==> config.mk <==
export PLATFORM = sky130hd
export DESIGN_NAME = cvsd_queue
export DESIGN_NICKNAME = d
export VERILOG_FILES = /design/src/cvsd_pkg.sv /design/src/cvsd_queue.sv
export SDC_FILE = /design/constraint.sdc
export NUM_CORES = 1
export LEC_CHECK = 0
export BUFFER_PORTS_ARGS = -buffer_cell sky130_fd_sc_hd__buf_2
export CORE_ASPECT_RATIO = 0.7
export CORE_UTILIZATION = 46
export CTS_BUF_LIST = sky130_fd_sc_hd__clkbuf_16
export DETAILED_ROUTE_END_ITERATION = 8
export MAX_ROUTING_LAYER = met4
export PLACE_DENSITY_LB_ADDON = 0.12
export RECOVER_POWER = 50
export SETUP_SLACK_MARGIN = 0.05
export SLEW_MARGIN = 10
export SYNTH_ARGS = -nofsm -noshare
export SYNTH_HDL_FRONTEND = slang
export SYNTH_SLANG_ARGS = --single-unit
==> constraint.sdc <==
create_clock -name clk -period 2.1 [get_ports clk]
set_input_delay 0.105 -clock clk [delete_from_list [all_inputs] [get_ports clk]]
set_output_delay 0.105 -clock clk [all_outputs]
set_load 0.03 [all_outputs]
==> src/cvsd_pkg.sv <==
// ----------------------------------------------------------------------------
// cvsd_pkg
// Shared types, register indexes and filter taps for the CVSD decoder.
// ----------------------------------------------------------------------------
`default_nettype none
package cvsd_pkg;

	// configuration register indexes
	localparam logic [1:0] REG_HISTORY = 2'd0;
	localparam logic [1:0] REG_CHARGE  = 2'd1;
	localparam logic [1:0] REG_DECAY   = 2'd2;
	localparam logic [1:0] REG_LEAK    = 2'd3;

	localparam int NTAPS   = 57;
	localparam int NHIST   = NTAPS - 1;
	localparam int QDEPTH  = 4;
	localparam int FIR_SHIFT = 14;

	typedef struct packed {
		logic [7:0] data_byte;
		logic       first_byte;
	} in_item_t;

	typedef struct packed {
		logic signed [15:0] sample;
		logic               last_of_byte;
	} out_item_t;

	typedef struct packed {
		logic [2:0]  history_bits;
		logic [15:0] charge_coef;
		logic [15:0] decay_coef;
		logic [15:0] leak_coef;
	} cfg_t;

	// compressed sample handed from decoder to filter
	typedef struct packed {
		logic signed [16:0] sample;
		logic               last;
		logic               clr;
	} comp_item_t;

	// filter taps, symmetric shift-add weights
	localparam logic signed [13:0] TAP_W [NTAPS] = '{
		14'sd8, 14'sd4, -14'sd16, -14'sd32, -14'sd16, 14'sd16, 14'sd64, 14'sd64, -14'sd4,
		-14'sd64, -14'sd128, -14'sd32, 14'sd128, 14'sd128, 14'sd128, -14'sd64, -14'sd256,
		-14'sd256, 14'sd8, 14'sd256, 14'sd512, 14'sd128, -14'sd512, -14'sd1024, -14'sd512,
		14'sd512, 14'sd2048, 14'sd4096, 14'sd4096, 14'sd4096, 14'sd2048, 14'sd512,
		-14'sd512, -14'sd1024, -14'sd512, 14'sd128, 14'sd512, 14'sd256, 14'sd8,
		-14'sd256, -14'sd256, -14'sd64, 14'sd128, 14'sd128, 14'sd128, -14'sd32,
		-14'sd128, -14'sd64, -14'sd4, 14'sd64, 14'sd64, 14'sd16, -14'sd16, -14'sd32,
		-14'sd16, 14'sd4, 14'sd8
	};

endpackage
`default_nettype wire

==> src/cvsd_queue.sv <==
// ----------------------------------------------------------------------------
// cvsd_queue
// Short queue of compressed samples between decoder and filter.
// ----------------------------------------------------------------------------
`default_nettype none
module cvsd_queue (
	input  wire                      clk,
	input  wire                      arst_n,
	input  wire                      push,
	input  wire cvsd_pkg::comp_item_t push_item,
	output logic                     full,
	input  wire                      pop,
	output cvsd_pkg::comp_item_t     pop_item,
	output logic                     empty
);
	import cvsd_pkg::*;

	localparam int AW = $clog2(QDEPTH);

	comp_item_t      mem_q [QDEPTH];
	logic [AW-1:0]   wp_q;
	logic [AW-1:0]   rp_q;
	logic [AW:0]     cnt_q;

	assign full     = (cnt_q == (AW+1)'(QDEPTH));
	assign empty    = (cnt_q == '0);
	assign pop_item = mem_q[rp_q];

	// storage
	always_ff @(posedge clk) begin
		if (push) mem_q[wp_q] <= push_item;
	end

	// pointers and fill count
	always_ff @(posedge clk or negedge arst_n) begin
		if (!arst_n) begin
			wp_q  <= '0;
			rp_q  <= '0;
			cnt_q <= '0;
		end else begin
			if (push) wp_q <= wp_q + 1'b1;
			if (pop) rp_q <= rp_q + 1'b1;
			cnt_q <= cnt_q + (AW+1)'(push) - (AW+1)'(pop);
		end
	end

endmodule
`default_nettype wire

==> impl_metrics.json <==
{
  "timing.final.crit_share_pct": 84.7,
  "rows": 24,
  "routabilityCongestion": 0.654,
  "routedWlPerCell_um": 16.5,
  "postCtsSetupBuffers": 0,
  "synth_area_leader_cell": "edfxtp_1",
  "setup_ws_ps": 322,
  "grt_pass1_wl_um": 8460,
  "cp_num_buf_inv": 2,
  "ys_warn_count": 0,
  "root_buffer": "clkbuf_16",
  "firstDrtPassIters": 4,
  "worstHoldPathCells": 2,
  "place_inst": 270,
  "p_leak_nw": 1.42,
  "arrival_ps": 1670,
  "setup_tns_ps": 0,
  "place_area_um2": 3530,
  "slowest_stage": "mux4_1",
  "rrSetupSlack_ps": 400,
  "grt_overflow_total": 0,
  "numPortBuffers": 43,
  "antenna_found_initial": 0,
  "viasPerCell": 4.93,
  "final_hold_viol_count": 0,
  "slew_headroom_pct": 64.2,
  "coreArea_um2": 6400,
  "wl_um": 5060,
  "hold_path_class": "in2reg",
  "cpLargestDelayFamily": "multiplexers",
  "fin_nets": 241,
  "cts.path.max_buffers": 2,
  "clock_latency_ps": 330,
  "synth_top_cell_area_share_pct": 72.9,
  "drc_errors": 0,
  "drv_cap": 0,
  "cts_tree": "yes",
  "avgSynthCellArea_um2": 23.5,
  "cts.reportedPaths.clkPinSlew_ps": 60,
  "worst_pin_slew_ps": 537,
  "fin_area_um2": 4020,
  "drv_slew": 0,
  "diodes": 0,
  "r2r_cells": 7,
  "htreeDepth": 3,
  "synthDistinctLibCells": 16,
  "utilization_pct": 62.8,
  "die_h_um": 71.0,
  "slowest_delay_ps": 550,
  "holdWs_ps": 69.2,
  "min_period_ps": 1780,
  "mappedNetlistNets": 163,
  "grt_pass1_vias": 1659,
  "instances_no_fill": 307,
  "place_hpwl_um": 3300,
  "num_vias": 1512,
  "vdd_drop_max_mv": 0.605,
  "clock_skew_ps": 6.25,
  "rsz0062_at_grt": "false",
  "required_ps": 2000,
  "synth_area_um2": 3130,
  "status": "finished clean",
  "boundaryPins": 44,
  "setup_violations": 0,
  "grt_max_degree": 20,
  "synth-seq-cells": 83,
  "grt_util_all_layers_pct": 17.6,
  "startpoint_type": "flip-flop",
  "antenna_left": 0,
  "crit_chain": "buf_4 > mux4_1 > buf_2",
  "seq_area_frac_synth_pct": 78.5,
  "max_freq_mhz": 562,
  "final_layout_size_suffix_gt1_share_pct": 28.7,
  "fp.dieW_um": 101,
  "crit_type": "reg2out",
  "first_iter_violations": 53,
  "die_area_um2": 7150,
  "cts_sinks": 83,
  "areaGrowthSynthToFinish_pct": 28.2,
  "initial_utilization_pct": 49.0,
  "post-place-ws_ps": 389,
  "ys_top_cells_by_area": "edfxtp_1 (73%), mux4_2 (13%), dfrtp_1 (5.6%)",
  "crit_path_end_kind": "output port",
  "finalPower_mw": 5.85,
  "powerDensity_nw_per_um2": 1460,
  "cts_buffers": 9,
  "cp_max_fo": 8,
  "syn_inst": 133,
  "crit_cells": 3
}
cells by family (layout without fill, tap and decap cells):
family | after synthesis | count (layout) | synth area share, %
xor+xnor | 5 | 5 | 1.40
simple gates | 8 | 8 | 1.40
mux | 19 | 19 | 13.8
flops | 83 | 83 | 78.5
buf+inv | 10 | 93 | 1.76
compound gates | 1 | 1 | 0.160
fa+ha+maj | 7 | 7 | 3.04
synthesized netlist by cell type (all sizes together):
master	instances
and2	4
and3	1
buf	4
dfrtp	7
edfxtp	76
fa	1
ha	6
inv	6
mux4	19
nand2	2
nor3	1
o21ai	1
xnor2	3
xor2	2
power by group:
group	switching, mW	internal, mW
logic	1.17	0.823
registers	0.130	2.18
clock network	0.616	0.927
total	1.92	3.93
per-layer routing:
layer | global-route usage [%] | share of wire [%] | wire length, um
met1 | 21.2 | 44 | 2230
met2 | 26.9 | 50 | 2550
met3 | 7.31 | 4.3 | 220
met4 | 6.28 | 1.1 | 57
met5 | - | 0 | 0
cells in the final DEF, fill, tap and decap left out, types with 4 or more instances in the layout:
master          n
clkbuf_16       9
mux4_2         18
edfxtp_1       76
inv_1           6
dfrtp_1         7
dlygate4sd3_1  21
ha_1            6
buf_12          4
buf_2          21
clkbuf_1       22
area by class of cell:
cell class	instances	area, um^2
flip-flops and latches	83	2460
fillers	481	2380
multi-input cells	40	619
repair buffers	71	500
clock buffers	9	225
well taps	91	114
clock inverters	7	76.3
inverters	6	22.5
timing repair:
item	in CTS	in global routing
hold endpoints to repair	84	0
hold buffers	21	0
gates resized for setup	0	0
setup endpoints to repair	0	0
worst paths after layout:
| check | to | startpoint |
|---|---|---|
| setup reg to reg | cnt_q[2] | cnt_q[0] |
| hold / removal | wp_q[0] | push |
| max in group asynchronous | cnt_q[0] | arst_n |
| setup / recovery | pop_item[18] | rp_q[0] |
| min in group asynchronous | cnt_q[2] | arst_n |
| hold reg to reg | wp_q[0] | wp_q[0] |
flip-flops by register name, summed over array words and instances, names as in the netlist:
| name | cells |
|---|---|
| wp_q | 2 |
| rp_q | 2 |
| mem_q | 76 |
| cnt_q | 3 |
No activity file was read; power rests on OpenSTA's default activity.
