### src/cvsd_pkg.sv
// ----------------------------------------------------------------------------
// cvsd_pkg
// Shared types, register indexes and filter taps for the CVSD decoder.
// ----------------------------------------------------------------------------
`default_nettype none
package cvsd_pkg;

	// configuration register indexes
	localparam logic [1:0] REG_HISTORY = 2'd0;
	localparam logic [1:0] REG_CHARGE  = 2'd1;
	localparam logic [1:0] REG_DECAY   = 2'd2;
	localparam logic [1:0] REG_LEAK    = 2'd3;

	localparam int NTAPS   = 57;
	localparam int NHIST   = NTAPS - 1;
	localparam int QDEPTH  = 4;
	localparam int FIR_SHIFT = 14;

	typedef struct packed {
		logic [7:0] data_byte;
		logic       first_byte;
	} in_item_t;

	typedef struct packed {
		logic signed [15:0] sample;
		logic               last_of_byte;
	} out_item_t;

	typedef struct packed {
		logic [2:0]  history_bits;
		logic [15:0] charge_coef;
		logic [15:0] decay_coef;
		logic [15:0] leak_coef;
	} cfg_t;

	// compressed sample handed from decoder to filter
	typedef struct packed {
		logic signed [16:0] sample;
		logic               last;
		logic               clr;
	} comp_item_t;

	// filter taps, symmetric shift-add weights
	localparam logic signed [13:0] TAP_W [NTAPS] = '{
		14'sd8, 14'sd4, -14'sd16, -14'sd32, -14'sd16, 14'sd16, 14'sd64, 14'sd64, -14'sd4,
		-14'sd64, -14'sd128, -14'sd32, 14'sd128, 14'sd128, 14'sd128, -14'sd64, -14'sd256,
		-14'sd256, 14'sd8, 14'sd256, 14'sd512, 14'sd128, -14'sd512, -14'sd1024, -14'sd512,
		14'sd512, 14'sd2048, 14'sd4096, 14'sd4096, 14'sd4096, 14'sd2048, 14'sd512,
		-14'sd512, -14'sd1024, -14'sd512, 14'sd128, 14'sd512, 14'sd256, 14'sd8,
		-14'sd256, -14'sd256, -14'sd64, 14'sd128, 14'sd128, 14'sd128, -14'sd32,
		-14'sd128, -14'sd64, -14'sd4, 14'sd64, 14'sd64, 14'sd16, -14'sd16, -14'sd32,
		-14'sd16, 14'sd4, 14'sd8
	};

endpackage
`default_nettype wire

### src/cvsd_back.sv
// ----------------------------------------------------------------------------
// cvsd_back
// 57-tap FIR, two taps a cycle over a rotating history line.
// ----------------------------------------------------------------------------
`default_nettype none
module cvsd_back (
	input  wire                      clk,
	input  wire                      arst_n,
	input  wire                      q_empty,
	input  wire cvsd_pkg::comp_item_t q_item,
	output logic                     pop,
	output logic                     out_valid,
	input  wire                      out_ready,
	output cvsd_pkg::out_item_t      out_data
);
	import cvsd_pkg::*;

	typedef enum logic [1:0] {B_IDLE, B_MAC, B_OUT} bstate_t;

	bstate_t            state_q;
	logic signed [16:0] hist_q [NHIST];
	logic signed [16:0] newest_q;
	logic               last_q;
	logic signed [35:0] acc_q;
	logic [4:0]         k_q;
	logic               ov_q;
	out_item_t          od_q;

	logic [5:0]         ia;
	logic [5:0]         ib;
	logic signed [35:0] mac_sum;
	logic signed [35:0] acc_sh;
	logic               load;

	assign ia = {k_q, 1'b1};
	assign ib = {k_q, 1'b0} + 6'd2;
	assign mac_sum = acc_q + 36'(TAP_W[ia]) * 36'(hist_q[0]) + 36'(TAP_W[ib]) * 36'(hist_q[1]);
	assign acc_sh  = acc_q >>> FIR_SHIFT;
	assign pop  = (state_q == B_IDLE) && !q_empty;
	assign load = (state_q == B_OUT) && (!ov_q || out_ready);
	assign out_valid = ov_q;
	assign out_data  = od_q;

	// filter sequencer and output register
	always_ff @(posedge clk or negedge arst_n) begin
		if (!arst_n) begin
			state_q  <= B_IDLE;
			for (int i = 0; i < NHIST; i++) hist_q[i] <= '0;
			newest_q <= '0;
			last_q   <= 1'b0;
			acc_q    <= '0;
			k_q      <= '0;
			ov_q     <= 1'b0;
			od_q     <= '0;
		end else begin
			if (load) ov_q <= 1'b1;
			else if (out_ready) ov_q <= 1'b0;
			unique case (state_q)
				B_IDLE: if (!q_empty) begin
					if (q_item.clr) begin
						for (int i = 0; i < NHIST; i++) hist_q[i] <= '0;
					end
					newest_q <= q_item.sample;
					last_q   <= q_item.last;
					acc_q    <= 36'(TAP_W[0]) * 36'(q_item.sample);
					k_q      <= '0;
					state_q  <= B_MAC;
				end
				B_MAC: begin
					acc_q <= mac_sum;
					for (int i = 0; i < NHIST; i++) hist_q[i] <= hist_q[(i + 2) % NHIST];
					k_q <= k_q + 5'd1;
					if (k_q == 5'(NHIST / 2 - 1)) state_q <= B_OUT;
				end
				B_OUT: if (load) begin
					od_q.last_of_byte <= last_q;
					if (acc_sh > 36'sd32767) od_q.sample <= 16'sh7FFF;
					else if (acc_sh < -36'sd32768) od_q.sample <= 16'sh8000;
					else od_q.sample <= acc_sh[15:0];
					hist_q[0] <= newest_q;
					for (int i = 1; i < NHIST; i++) hist_q[i] <= hist_q[i-1];
					state_q <= B_IDLE;
				end
				default: state_q <= B_IDLE;
			endcase
		end
	end

endmodule
`default_nettype wire

### config.mk
export PLATFORM = sky130hd
export DESIGN_NAME = cvsd_back
export DESIGN_NICKNAME = d
export VERILOG_FILES = /design/src/cvsd_pkg.sv /design/src/cvsd_back.sv
export SDC_FILE = /design/constraint.sdc
export NUM_CORES = 2
export LEC_CHECK = 0
export BUFFER_PORTS_ARGS = -buffer_cell sky130_fd_sc_hd__buf_4
export CORE_ASPECT_RATIO = 0.8
export CORE_MARGIN = 1
export CORE_UTILIZATION = 55
export DETAILED_ROUTE_END_ITERATION = 12
export GPL_ROUTABILITY_DRIVEN = 0
export PLACE_DENSITY = 0.73
export SLEW_MARGIN = 30
export SYNTH_ARGS = -nofsm -noshare
export SYNTH_HDL_FRONTEND = slang
export SYNTH_SLANG_ARGS = --single-unit
### constraint.sdc
create_clock -name clk -period 8.18 [get_ports clk]
set_input_delay 0.409 -clock clk [delete_from_list [all_inputs] [get_ports clk]]
set_output_delay 0.409 -clock clk [all_outputs]
set_load 0.005 [all_outputs]
==> impl_metrics.json <==
{
  "ys_types": 65,
  "crit_family": "adder cells",
  "cts_root_buf": "clkbuf_16",
  "status": "finished clean",
  "cts_buffers": 106,
  "first_global_vias": 51400,
  "min_path_type": "in2reg",
  "final.setup.tns_ns": 0,
  "finalHoldViolCount": 0,
  "syn_to_final_growth_pct": 10.5,
  "dieArea_um2": 123000,
  "period_share_pct": 99.7,
  "synth_nets": 8156,
  "grt_pass1_wl_um": 271000,
  "drv_cap": 0,
  "hpwl_um": 100000,
  "initial_core_util_pct": 55.8,
  "drv_slew": 0,
  "crit_type": "reg2reg",
  "routedWlPerCell_um": 18.1,
  "drtIter0Drc": 5001,
  "crit_buf_inv": 8,
  "p_comb_share_pct": 64.0,
  "rsz0062_at_grt": "true",
  "vias_per_cell": 5.90,
  "synth_ff_type": "dfrtp_1",
  "finalSetupViolCount": 0,
  "required_ns": 8.79,
  "cp-start-kind": "register",
  "clock_path_buffers": 3,
  "ir_worst_vdd_mv": 0.761,
  "yosysWarnings": 0,
  "slowest_delay_ns": 0.59,
  "swShare_pct": 45.9,
  "grt_max_degree": 221,
  "syn_inst": 7481,
  "final_layout_size_suffix_gt1_share_pct": 8.50,
  "max_freq_ghz": 0.123,
  "cp_max_fo": 6,
  "cts_tree": "done",
  "power_density_nw_per_um2": 393,
  "final_nets": 7941,
  "drc": 0,
  "avgSynthCellArea_um2": 8.91,
  "clkPwrFrac_pct": 17.1,
  "power.share.sequential_pct": 18.8,
  "power_switching_mw": 13.3,
  "htree_num_levels": 3,
  "synth_edf_count": 0,
  "drt-total-wl_um": 162000,
  "worst_path_max_delay_cell": "fa_2",
  "ant_nets": 0,
  "gr-total-overflow": 0,
  "synth_area_um2": 66600,
  "port_buffers": 41,
  "grt_usage_pct": 26.5,
  "finalPower_mw": 28.9,
  "synth-seq-cells": 1029,
  "antenna_found_initial": 0,
  "top_level_ports": 42,
  "cts.sinks": 1029,
  "slew_headroom_pct": 28.4,
  "p_leak_nw": 38.7,
  "hold_slack_ns": 0.203,
  "numPlacedInstances": 8706,
  "finClkSkew_ns": 0.0353,
  "tightest_slew_ns": 1.07,
  "cpMostUsedCell": "fa_1",
  "crit_arrival_ns": 8.77,
  "final_cells": 8964,
  "via_count": 52900,
  "min_period_ns": 8.15,
  "worstSkewPairLatency_ns": 0.75,
  "dr.pass1.iters": 6,
  "end_kind": "register",
  "intPower_mw": 15.6,
  "die_h_um": 313,
  "die_w_um": 391,
  "rrSetupSlack_ns": 0.03,
  "ys_seq_area_share_pct": 38.6,
  "async_flop_share_pct": 100,
  "clk_pin_slew_ns": 0.06,
  "rows": 113,
  "core_um2": 119000
}
==> per-layer routing <==
layer  up-vias  track usage, %  share of wire, %
met5         -               0                 0
met3       285            3.57               5.5
li1      24600               -                 -
met1     26600            39.2                45
met2      1423            40.8                47
met4         0            8.01               3.3
==> worst reg2reg max path: cells and delay by family (launching register included) <==
family	cells	cell delay, ns
muxes	1	0.27
xor gates and xnor gates	1	0.17
buffers and inverters	8	1.08
AOI/OAI and AO/OA	7	1.26
DFF	1	0.41
adders and majority gates	10	4.10
and+or+nand+nor	4	0.73
==> placed cells by master (no fill, tap or decap), types with 8 or more instances in the layout <==
| master | count |
|---|---|
| and2_1 | 85 |
| o21ai_0 | 56 |
| clkinv_2 | 21 |
| clkbuf_16 | 108 |
| xor2_1 | 9 |
| a21o_1 | 8 |
| nand2_2 | 13 |
| a21oi_1 | 40 |
| or3_1 | 12 |
| buf_6 | 24 |
| ha_4 | 30 |
| dlygate4sd3_1 | 20 |
| buf_4 | 209 |
| clkbuf_1 | 23 |
| fa_2 | 25 |
| mux2i_1 | 16 |
| buf_12 | 30 |
| and3_1 | 32 |
| mux2_2 | 20 |
| nand2b_1 | 13 |
| o21ai_2 | 8 |
| dfrtp_1 | 1028 |
| nand2_1 | 2142 |
| ha_1 | 165 |
| inv_1 | 540 |
| nor2_1 | 65 |
| xnor2_1 | 28 |
| clkbuf_8 | 27 |
| a21oi_2 | 10 |
| nor2b_1 | 36 |
| fa_1 | 427 |
| nand3_1 | 964 |
| inv_2 | 9 |
| o21ai_1 | 18 |
| a22o_1 | 952 |
==> what timing repair did <==
item,4_1_cts,5_1_grt
gates resized for setup,29,159
hold endpoints to repair,116,0
pin swaps,10,72
hold buffers,20,0
cloned,0,3
setup buffers,4,33
endpoints found under the setup margin,17,22
==> sequential cells by signal (all words and copies together) (netlist names) <==
name and flops:
acc_q 34, hist_q 952, k_q 5, last_q 1
newest_q 17, out_data 17, out_valid 1, state_q 2
==> path summary, 6_finish.rpt <==
check | depth (start not counted) | start | endpoint
min in group asynchronous | 2 | arst_n | acc_q[12]
max in group asynchronous | 4 | arst_n | hist_q[421]
worst max-delay path | 31 | k_q[0] | acc_q[33]
worst max register to register | 31 | k_q[0] | acc_q[33]
worst min-delay path | 3 | q_empty | newest_q[14]
worst min register to register | 2 | hist_q[6] | hist_q[6]
==> final cells by class <==
type	count	area, um^2
fill	9791	45800
multi-input combinational	5284	37400
sequential	1029	25800
clock buffer	157	3140
timing repair buffer	294	2870
inverter	551	2080
tap	1610	2010
clock inverter	37	418
antenna	2	5.00
==> power groups by stage <==
stage / Combinational (mW) / Sequential, mW / Clock [mW]
CTS: 16.0 / 5.44 / 5.05
finish: 18.5 / 5.45 / 4.95
global placement: 15.3 / 5.52 / 0
floorplan: 10.4 / 5.43 / 0
global route: 20.1 / 5.45 / 5.26
detailed placement: 15.6 / 5.52 / 0
==> cell usage after synthesis (3+ instances only) <==
| cell type | instances | area, um^2 |
|---|---|---|
| o21ai_0 | 60 | 300 |
| nor2b_1 | 36 | 225 |
| a31o_1 | 3 | 26.3 |
| a21o_1 | 8 | 60.1 |
| or3_1 | 13 | 81.3 |
| clkbuf_1 | 534 | 2000 |
| nand2b_1 | 13 | 81.3 |
| o21ai_1 | 23 | 115 |
| xor2_1 | 11 | 96.3 |
| a21oi_1 | 53 | 265 |
| and3_1 | 33 | 206 |
| nand4_1 | 3 | 18.8 |
| nand2_1 | 2157 | 8100 |
| a22o_1 | 952 | 8340 |
| buf_2 | 73 | 365 |
| xnor2_1 | 29 | 254 |
| buf_1 | 10 | 37.5 |
| a31oi_1 | 6 | 37.5 |
| o21a_1 | 8 | 60.1 |
| inv_2 | 5 | 18.8 |
| nor2_1 | 70 | 263 |
| o22a_1 | 3 | 26.3 |
| and2_1 | 88 | 551 |
| o21bai_1 | 3 | 22.5 |
| mux2i_1 | 16 | 160 |
| o211ai_1 | 4 | 30.0 |
| inv_1 | 546 | 2050 |
| a211oi_1 | 11 | 82.6 |
| ha_1 | 200 | 2500 |
| fa_1 | 452 | 9050 |
| dfrtp_1 | 1029 | 25700 |
| mux2_2 | 20 | 225 |
| nand3_1 | 968 | 4840 |
==> stage by stage <==
step,util (%),area (um^2),setup WS [ns]
2_1_floorplan,-,66600,0.00372
3_3_place_gp,57.2,68300,-0.154
3_5_place_dp,57.3,68400,-0.314
4_1_cts,60.6,72400,0.00179
5_1_grt,61.6,73600,-0.173
6_report,61.6,73600,0.0257
==> cell families after synthesis <==
| family | share of synthesized area (%) |
|---|---|
| and+or+nand+nor | 21.7 |
| buffers and inverters | 6.72 |
| AOI/OAI and AO/OA | 14.5 |
| DFF | 38.6 |
| adders and majority gates | 17.3 |
| xor gates and xnor gates | 0.550 |
| muxes | 0.595 |
Power figures use the tool's default switching activity.
