## config.mk

```make
export PLATFORM = sky130hd
export DESIGN_NAME = cvsd_front
export DESIGN_NICKNAME = d
export VERILOG_FILES = /design/src/cvsd_pkg.sv /design/src/cvsd_front.sv
export SDC_FILE = /design/constraint.sdc
export NUM_CORES = 2
export LEC_CHECK = 0
export BUFFER_PORTS_ARGS = -buffer_cell sky130_fd_sc_hd__buf_2
export CAP_MARGIN = 20
export CORE_MARGIN = 1
export CORE_UTILIZATION = 50
export DETAILED_ROUTE_END_ITERATION = 16
export PLACE_DENSITY = 0.69
export SLEW_MARGIN = 20
export SYNTH_ARGS = -nofsm -noshare
export SYNTH_HDL_FRONTEND = slang
export SYNTH_SLANG_ARGS = --single-unit
```

## constraint.sdc

```tcl
create_clock -name clk -period 10 [get_ports clk]
set_clock_uncertainty 0.1 [all_clocks]
set_input_delay 1.5 -clock clk [delete_from_list [all_inputs] [get_ports clk]]
set_output_delay 1.5 -clock clk [all_outputs]
set_load 0.005 [all_outputs]
```

## src/cvsd_pkg.sv

```systemverilog
// ----------------------------------------------------------------------------
// cvsd_pkg
// Shared types, register indexes and filter taps for the CVSD decoder.
// ----------------------------------------------------------------------------
`default_nettype none
package cvsd_pkg;

	// configuration register indexes
	localparam logic [1:0] REG_HISTORY = 2'd0;
	localparam logic [1:0] REG_CHARGE  = 2'd1;
	localparam logic [1:0] REG_DECAY   = 2'd2;
	localparam logic [1:0] REG_LEAK    = 2'd3;

	localparam int NTAPS   = 57;
	localparam int NHIST   = NTAPS - 1;
	localparam int QDEPTH  = 4;
	localparam int FIR_SHIFT = 14;

	typedef struct packed {
		logic [7:0] data_byte;
		logic       first_byte;
	} in_item_t;

	typedef struct packed {
		logic signed [15:0] sample;
		logic               last_of_byte;
	} out_item_t;

	typedef struct packed {
		logic [2:0]  history_bits;
		logic [15:0] charge_coef;
		logic [15:0] decay_coef;
		logic [15:0] leak_coef;
	} cfg_t;

	// compressed sample handed from decoder to filter
	typedef struct packed {
		logic signed [16:0] sample;
		logic               last;
		logic               clr;
	} comp_item_t;

	// filter taps, symmetric shift-add weights
	localparam logic signed [13:0] TAP_W [NTAPS] = '{
		14'sd8, 14'sd4, -14'sd16, -14'sd32, -14'sd16, 14'sd16, 14'sd64, 14'sd64, -14'sd4,
		-14'sd64, -14'sd128, -14'sd32, 14'sd128, 14'sd128, 14'sd128, -14'sd64, -14'sd256,
		-14'sd256, 14'sd8, 14'sd256, 14'sd512, 14'sd128, -14'sd512, -14'sd1024, -14'sd512,
		14'sd512, 14'sd2048, 14'sd4096, 14'sd4096, 14'sd4096, 14'sd2048, 14'sd512,
		-14'sd512, -14'sd1024, -14'sd512, 14'sd128, 14'sd512, 14'sd256, 14'sd8,
		-14'sd256, -14'sd256, -14'sd64, 14'sd128, 14'sd128, 14'sd128, -14'sd32,
		-14'sd128, -14'sd64, -14'sd4, 14'sd64, 14'sd64, 14'sd16, -14'sd16, -14'sd32,
		-14'sd16, 14'sd4, 14'sd8
	};

endpackage
`default_nettype wire

```

## src/cvsd_front.sv

```systemverilog
// ----------------------------------------------------------------------------
// cvsd_front
// Decodes the bits of one byte: integrator, step adaptation, compressor.
// ----------------------------------------------------------------------------
`default_nettype none
module cvsd_front #(
	parameter int FRAC_BITS = 24
) (
	input  wire                    clk,
	input  wire                    arst_n,
	input  wire cvsd_pkg::cfg_t    cfg,
	input  wire                    in_valid,
	output logic                   in_ready,
	input  wire cvsd_pkg::in_item_t in_data,
	output logic                   push,
	output cvsd_pkg::comp_item_t   push_item,
	input  wire                    q_full
);
	import cvsd_pkg::*;

	localparam longint SMIN_L = ((longint'(416) <<< FRAC_BITS) + 5000) / 10000;
	localparam longint SMAX_L = ((longint'(10954) <<< FRAC_BITS) + 5000) / 10000;
	localparam logic [31:0] STEP_MIN = SMIN_L[31:0];
	localparam logic [31:0] STEP_MAX = SMAX_L[31:0];
	localparam int PW = (15 + FRAC_BITS > 45) ? 15 + FRAC_BITS : 45;
	localparam int DW = PW + 2;
	localparam logic [DW-1:0] KNEE = DW'(1) << (15 + FRAC_BITS);

	typedef enum logic [2:0] {F_IDLE, F_ADD, F_LEAK, F_STEP, F_GAIN, F_DIV, F_PUSH} fstate_t;

	fstate_t            state_q;
	logic [7:0]         byte_q;
	logic [2:0]         bit_q;
	logic               clr_q;
	logic signed [31:0] integ_q;
	logic [31:0]        step_q;
	logic [3:0]         hist_q;
	logic               charge_q;
	logic [DW-1:0]      rem_q;
	logic [DW-1:0]      den_q;
	logic [14:0]        quo_q;
	logic [3:0]         cnt_q;
	logic               neg_q;

	logic signed [32:0] mul_a;
	logic signed [16:0] mul_b;
	logic signed [49:0] mul_p;
	logic               cur_bit;
	logic [3:0]         hist_nx;
	logic               agree;
	logic signed [33:0] add_sum;
	logic signed [33:0] leak_sh;
	logic [31:0]        mag;
	logic [DW-1:0]      rem2;
	logic [31:0]        step_gap;

	assign in_ready = (state_q == F_IDLE);
	assign cur_bit  = byte_q[bit_q];
	assign hist_nx  = {hist_q[2:0], cur_bit};
	assign agree    = (cfg.history_bits <= 3'd3) ?
		(hist_nx[2:0] == 3'b000 || hist_nx[2:0] == 3'b111) :
		(hist_nx == 4'b0000 || hist_nx == 4'b1111);
	assign add_sum  = cur_bit ? (34'(integ_q) + $signed({2'b00, step_q})) :
		(34'(integ_q) - $signed({2'b00, step_q}));
	assign mag      = integ_q[31] ? 32'(-integ_q) : 32'(integ_q);
	assign step_gap = STEP_MAX - step_q;
	assign leak_sh  = mul_p[49:16];
	assign rem2     = {rem_q[DW-2:0], 1'b0};

	// shared multiplier, operands picked by state
	always_comb begin
		mul_a = 33'(integ_q);
		mul_b = $signed({1'b0, cfg.leak_coef});
		unique case (state_q)
			F_STEP: begin
				mul_a = charge_q ? $signed({1'b0, step_gap}) : $signed({1'b0, step_q});
				mul_b = charge_q ? $signed({1'b0, cfg.charge_coef}) :
					$signed({1'b0, cfg.decay_coef});
			end
			F_GAIN: begin
				mul_a = $signed({1'b0, mag});
				mul_b = 17'sd10000;
			end
			default: ;
		endcase
	end
	assign mul_p = mul_a * mul_b;

	assign push = (state_q == F_PUSH) && !q_full;
	assign push_item.sample = neg_q ? -$signed({2'b00, quo_q}) : $signed({2'b00, quo_q});
	assign push_item.last   = (bit_q == 3'd7);
	assign push_item.clr    = clr_q;

	// bit sequencer
	always_ff @(posedge clk or negedge arst_n) begin
		if (!arst_n) begin
			state_q  <= F_IDLE;
			integ_q  <= '0;
			step_q   <= STEP_MIN;
			hist_q   <= 4'hA;
			clr_q    <= 1'b0;
			bit_q    <= '0;
			byte_q   <= '0;
			charge_q <= 1'b0;
			rem_q    <= '0;
			den_q    <= '0;
			quo_q    <= '0;
			cnt_q    <= '0;
			neg_q    <= 1'b0;
		end else begin
			unique case (state_q)
				F_IDLE: if (in_valid) begin
					byte_q <= in_data.data_byte;
					clr_q  <= in_data.first_byte;
					bit_q  <= '0;
					if (in_data.first_byte) begin
						integ_q <= '0;
						step_q  <= STEP_MIN;
						hist_q  <= 4'hA;
					end
					state_q <= F_ADD;
				end
				F_ADD: begin
					if (add_sum > 34'sh7FFFFFFF) integ_q <= 32'sh7FFFFFFF;
					else if (add_sum < -34'sh80000000) integ_q <= 32'sh80000000;
					else integ_q <= add_sum[31:0];
					hist_q   <= hist_nx;
					charge_q <= agree;
					state_q  <= F_LEAK;
				end
				F_LEAK: begin
					if (leak_sh > 34'sh7FFFFFFF) integ_q <= 32'sh7FFFFFFF;
					else if (leak_sh < -34'sh80000000) integ_q <= 32'sh80000000;
					else integ_q <= leak_sh[31:0];
					state_q <= F_STEP;
				end
				F_STEP: begin
					if (charge_q) step_q <= STEP_MAX - mul_p[47:16];
					else if (mul_p[47:16] < STEP_MIN) step_q <= STEP_MIN;
					else step_q <= mul_p[47:16];
					state_q <= F_GAIN;
				end
				F_GAIN: begin
					rem_q   <= DW'(mul_p[PW-1:0]);
					den_q   <= DW'(mul_p[PW-1:0]) + KNEE;
					neg_q   <= integ_q[31];
					quo_q   <= '0;
					cnt_q   <= '0;
					state_q <= F_DIV;
				end
				// restoring division, one quotient bit per cycle
				F_DIV: begin
					if (rem2 >= den_q) begin
						rem_q <= rem2 - den_q;
						quo_q <= {quo_q[13:0], 1'b1};
					end else begin
						rem_q <= rem2;
						quo_q <= {quo_q[13:0], 1'b0};
					end
					cnt_q <= cnt_q + 4'd1;
					if (cnt_q == 4'd14) state_q <= F_PUSH;
				end
				F_PUSH: if (!q_full) begin
					clr_q <= 1'b0;
					bit_q <= bit_q + 3'd1;
					state_q <= (bit_q == 3'd7) ? F_IDLE : F_ADD;
				end
				default: state_q <= F_IDLE;
			endcase
		end
	end

endmodule
`default_nettype wire

```

==> results.cfg <==
[run_status]
status = completed

[floorplan]
die_area_um2 = 74300
initial_core_util = 0.509
coreArea_um2 = 72000
io_pins = 85
die_height_um = 273
rows = 98
die_w_um = 273

[global_route]
antenna_found_initial = 3
grt_pass1_vias = 31475
grt_pass1_wl_mm = 176
grt_overflow = 0
grt_usage = 0.303
grt_start_max_net_pins = 77

[place]
gp_congestion = 0.995
hpwlAfterDp_mm = 87.8
port_buffers = 82

[worst_setup_path]
start_kind = register
slowest_stage = fa_1
cp_common_cell = fa_1
max_stage_delay_ns = 0.59
path_class = reg -> reg
crit_path_end_kind = register
crit_arrival_ns = 9.96
cp_max_fo = 10
crit_required_ns = 10.27

[yosys]
synth-simple-area-share = 0.172
syn_nets = 5187
syn_area_per_cell_um2 = 8.31
synth_edf_count = 0
yosys_warnings = 0
synthTopCellsByCount = inv_1 (713), nand2_1 (600), fa_1 (505)
ys_async_sr_fraction = 1.00
synthMuxAreaShare = 0.0206
synth_xor_xnor_area_share = 0.0510
synth_compound_area_frac = 0.174
seq_area_frac_synth = 0.134
synth_top_family_by_area = adder cells
yosys.area_share.adder = 0.348
synthTopCellsByArea = fa_1 (28%), dfrtp_1 (13%), inv_1 (7.3%), ha_1 (7.2%), nand2_1 (6.2%)
netlist_area_um2 = 36600
yosysMostFrequentCell = inv_1
synth_top_area_share = 0.276
synth_top_area_cell = fa_1
syn_inst = 4408
synth_cell_type_count = 124
synthFlopType = dfrtp_1
synth-seq-cells = 195

[sta]
drv_slew = 0
grt_setup_unrepaired = true
post-route-min-period_ns = 9.69
slew-limit-headroom = 0.251
tightest_slew_ns = 1.12
fin_hold_ws_ns = 0.378
hold_viol_final = 0
setup_violations = 0
fmax_ghz = 0.103
finalCritPeriodShare = 0.969

[drt]
ant_nets = 0
drt_iter0_drc = 3146
vias = 32288
drt-total-wl_mm = 110
drc_errors = 0
viasPerCell = 5.90
first_pass_iters = 8
post_drt_wl_per_cell_um = 20.1

[flow_run]
maxCapViolations = 0

[worst_hold_path]
hold_class = reg -> reg

[layout]
diodes = 0
fin_util = 0.556
finalNetCount = 5290
area_delta_synth_final_pct = 9.27
final_layout_size_suffix_gt1_frac = 0.116

[clock_network]
cts_buffers = 17
tritoncts_num_sinks = 195
htreeDepth = 4
clockBufferDepth = 2
postCtsHoldBufs = 0
clkLatencyLatePin_ns = 0.47
cts_root_buf = clkbuf_16
cts_tree = yes
clk_pin_slew_ns = 0.09
## state kept, by name, indices dropped and copies added (netlist names), 3 cells and up
name	cells
step_q	32
bit_q	3
state_q	3
rem_q	46
byte_q	8
cnt_q	4
hist_q	3
den_q	46
quo_q	15
integ_q	32
## worst paths after layout
check	startpoint	to	slack, ns	depth (start not counted)
max	integ_q[7]	step_q[28]	0.31	30
min	den_q[45]	den_q[45]	0.38	2
max reg2reg	integ_q[7]	step_q[28]	0.31	30
min reg2reg	den_q[45]	den_q[45]	0.38	2
max in group asynchronous	arst_n	rem_q[1]	7.67	2
min in group asynchronous	arst_n	quo_q[14]	0.88	1
## layer usage
layer,share of wire,global-route usage,up-vias
li1,-,-,14687
met1,0.42,0.412,16023
met2,0.46,0.485,1304
met3,0.074,0.0482,270
met4,0.045,0.117,4
met5,0.00024,0,-
## layout make-up
type / instances / area (µm²)
multi-input combinational: 3270 / 28400
fill: 6652 / 32000
tap: 950 / 1190
sequential: 195 / 4900
clock inverter: 15 / 189
inverter: 713 / 2680
clock buffer: 17 / 425
timing repair buffer: 314 / 2280
## timing repair
item,CTS,global route
gates resized for setup,1,46
setup endpoints to repair,2,71
cloned,0,0
pin swaps,0,7
buffers inserted,0,7
## critical path, delay by kind of cell (launching register included)
family          cells  cell delay [ns]
flops               1             0.42
fa+ha+maj           7             3.55
simple gates        6             1.97
compound gates     12             2.84
buf+inv             4             0.43
mux                 1             0.26
## cells by family after synthesis
family	count (synthesis)
buffers and inverters	943
flip-flops	195
multiplexers	71
AND/OR/NAND/NOR	1386
adder cells (fa/ha/maj)	715
AO/OA/AOI/OAI	897
XOR/XNOR	201
## cell usage in the layout, fill, tap and decap left out, types with 26 or more instances in the layout
| master | instances |
|---|---|
| a21o_1 | 75 |
| a21oi_1 | 175 |
| a31oi_1 | 26 |
| and2_1 | 32 |
| and3_1 | 26 |
| buf_2 | 81 |
| buf_4 | 222 |
| dfrtp_1 | 183 |
| fa_1 | 505 |
| ha_1 | 208 |
| inv_1 | 712 |
| mux2i_1 | 54 |
| nand2_1 | 599 |
| nand2b_1 | 31 |
| nand3_1 | 80 |
| nor2_1 | 345 |
| nor2b_1 | 42 |
| nor3_1 | 71 |
| o211ai_1 | 40 |
| o21a_1 | 33 |
| o21ai_0 | 182 |
| or3_1 | 29 |
| xnor2_1 | 114 |
| xor2_1 | 76 |
## stage by stage
step	instances	setup WS [ns]	setup TNS (ns)	instance area (µm²)
2_1_floorplan	4408	0.900	0	36600
3_3_place_gp	5435	0.106	0	39100
3_5_place_dp	5435	0.0120	0	39100
4_1_cts	5467	0.0278	0	39700
5_1_grt	5474	-0.0415	-0.161	40000
6_report	5474	0.314	0	40000
Power is left out: the tool's default activity adds up to more than one toggle a clock period on the data nets, which glitch-free logic cannot reach.
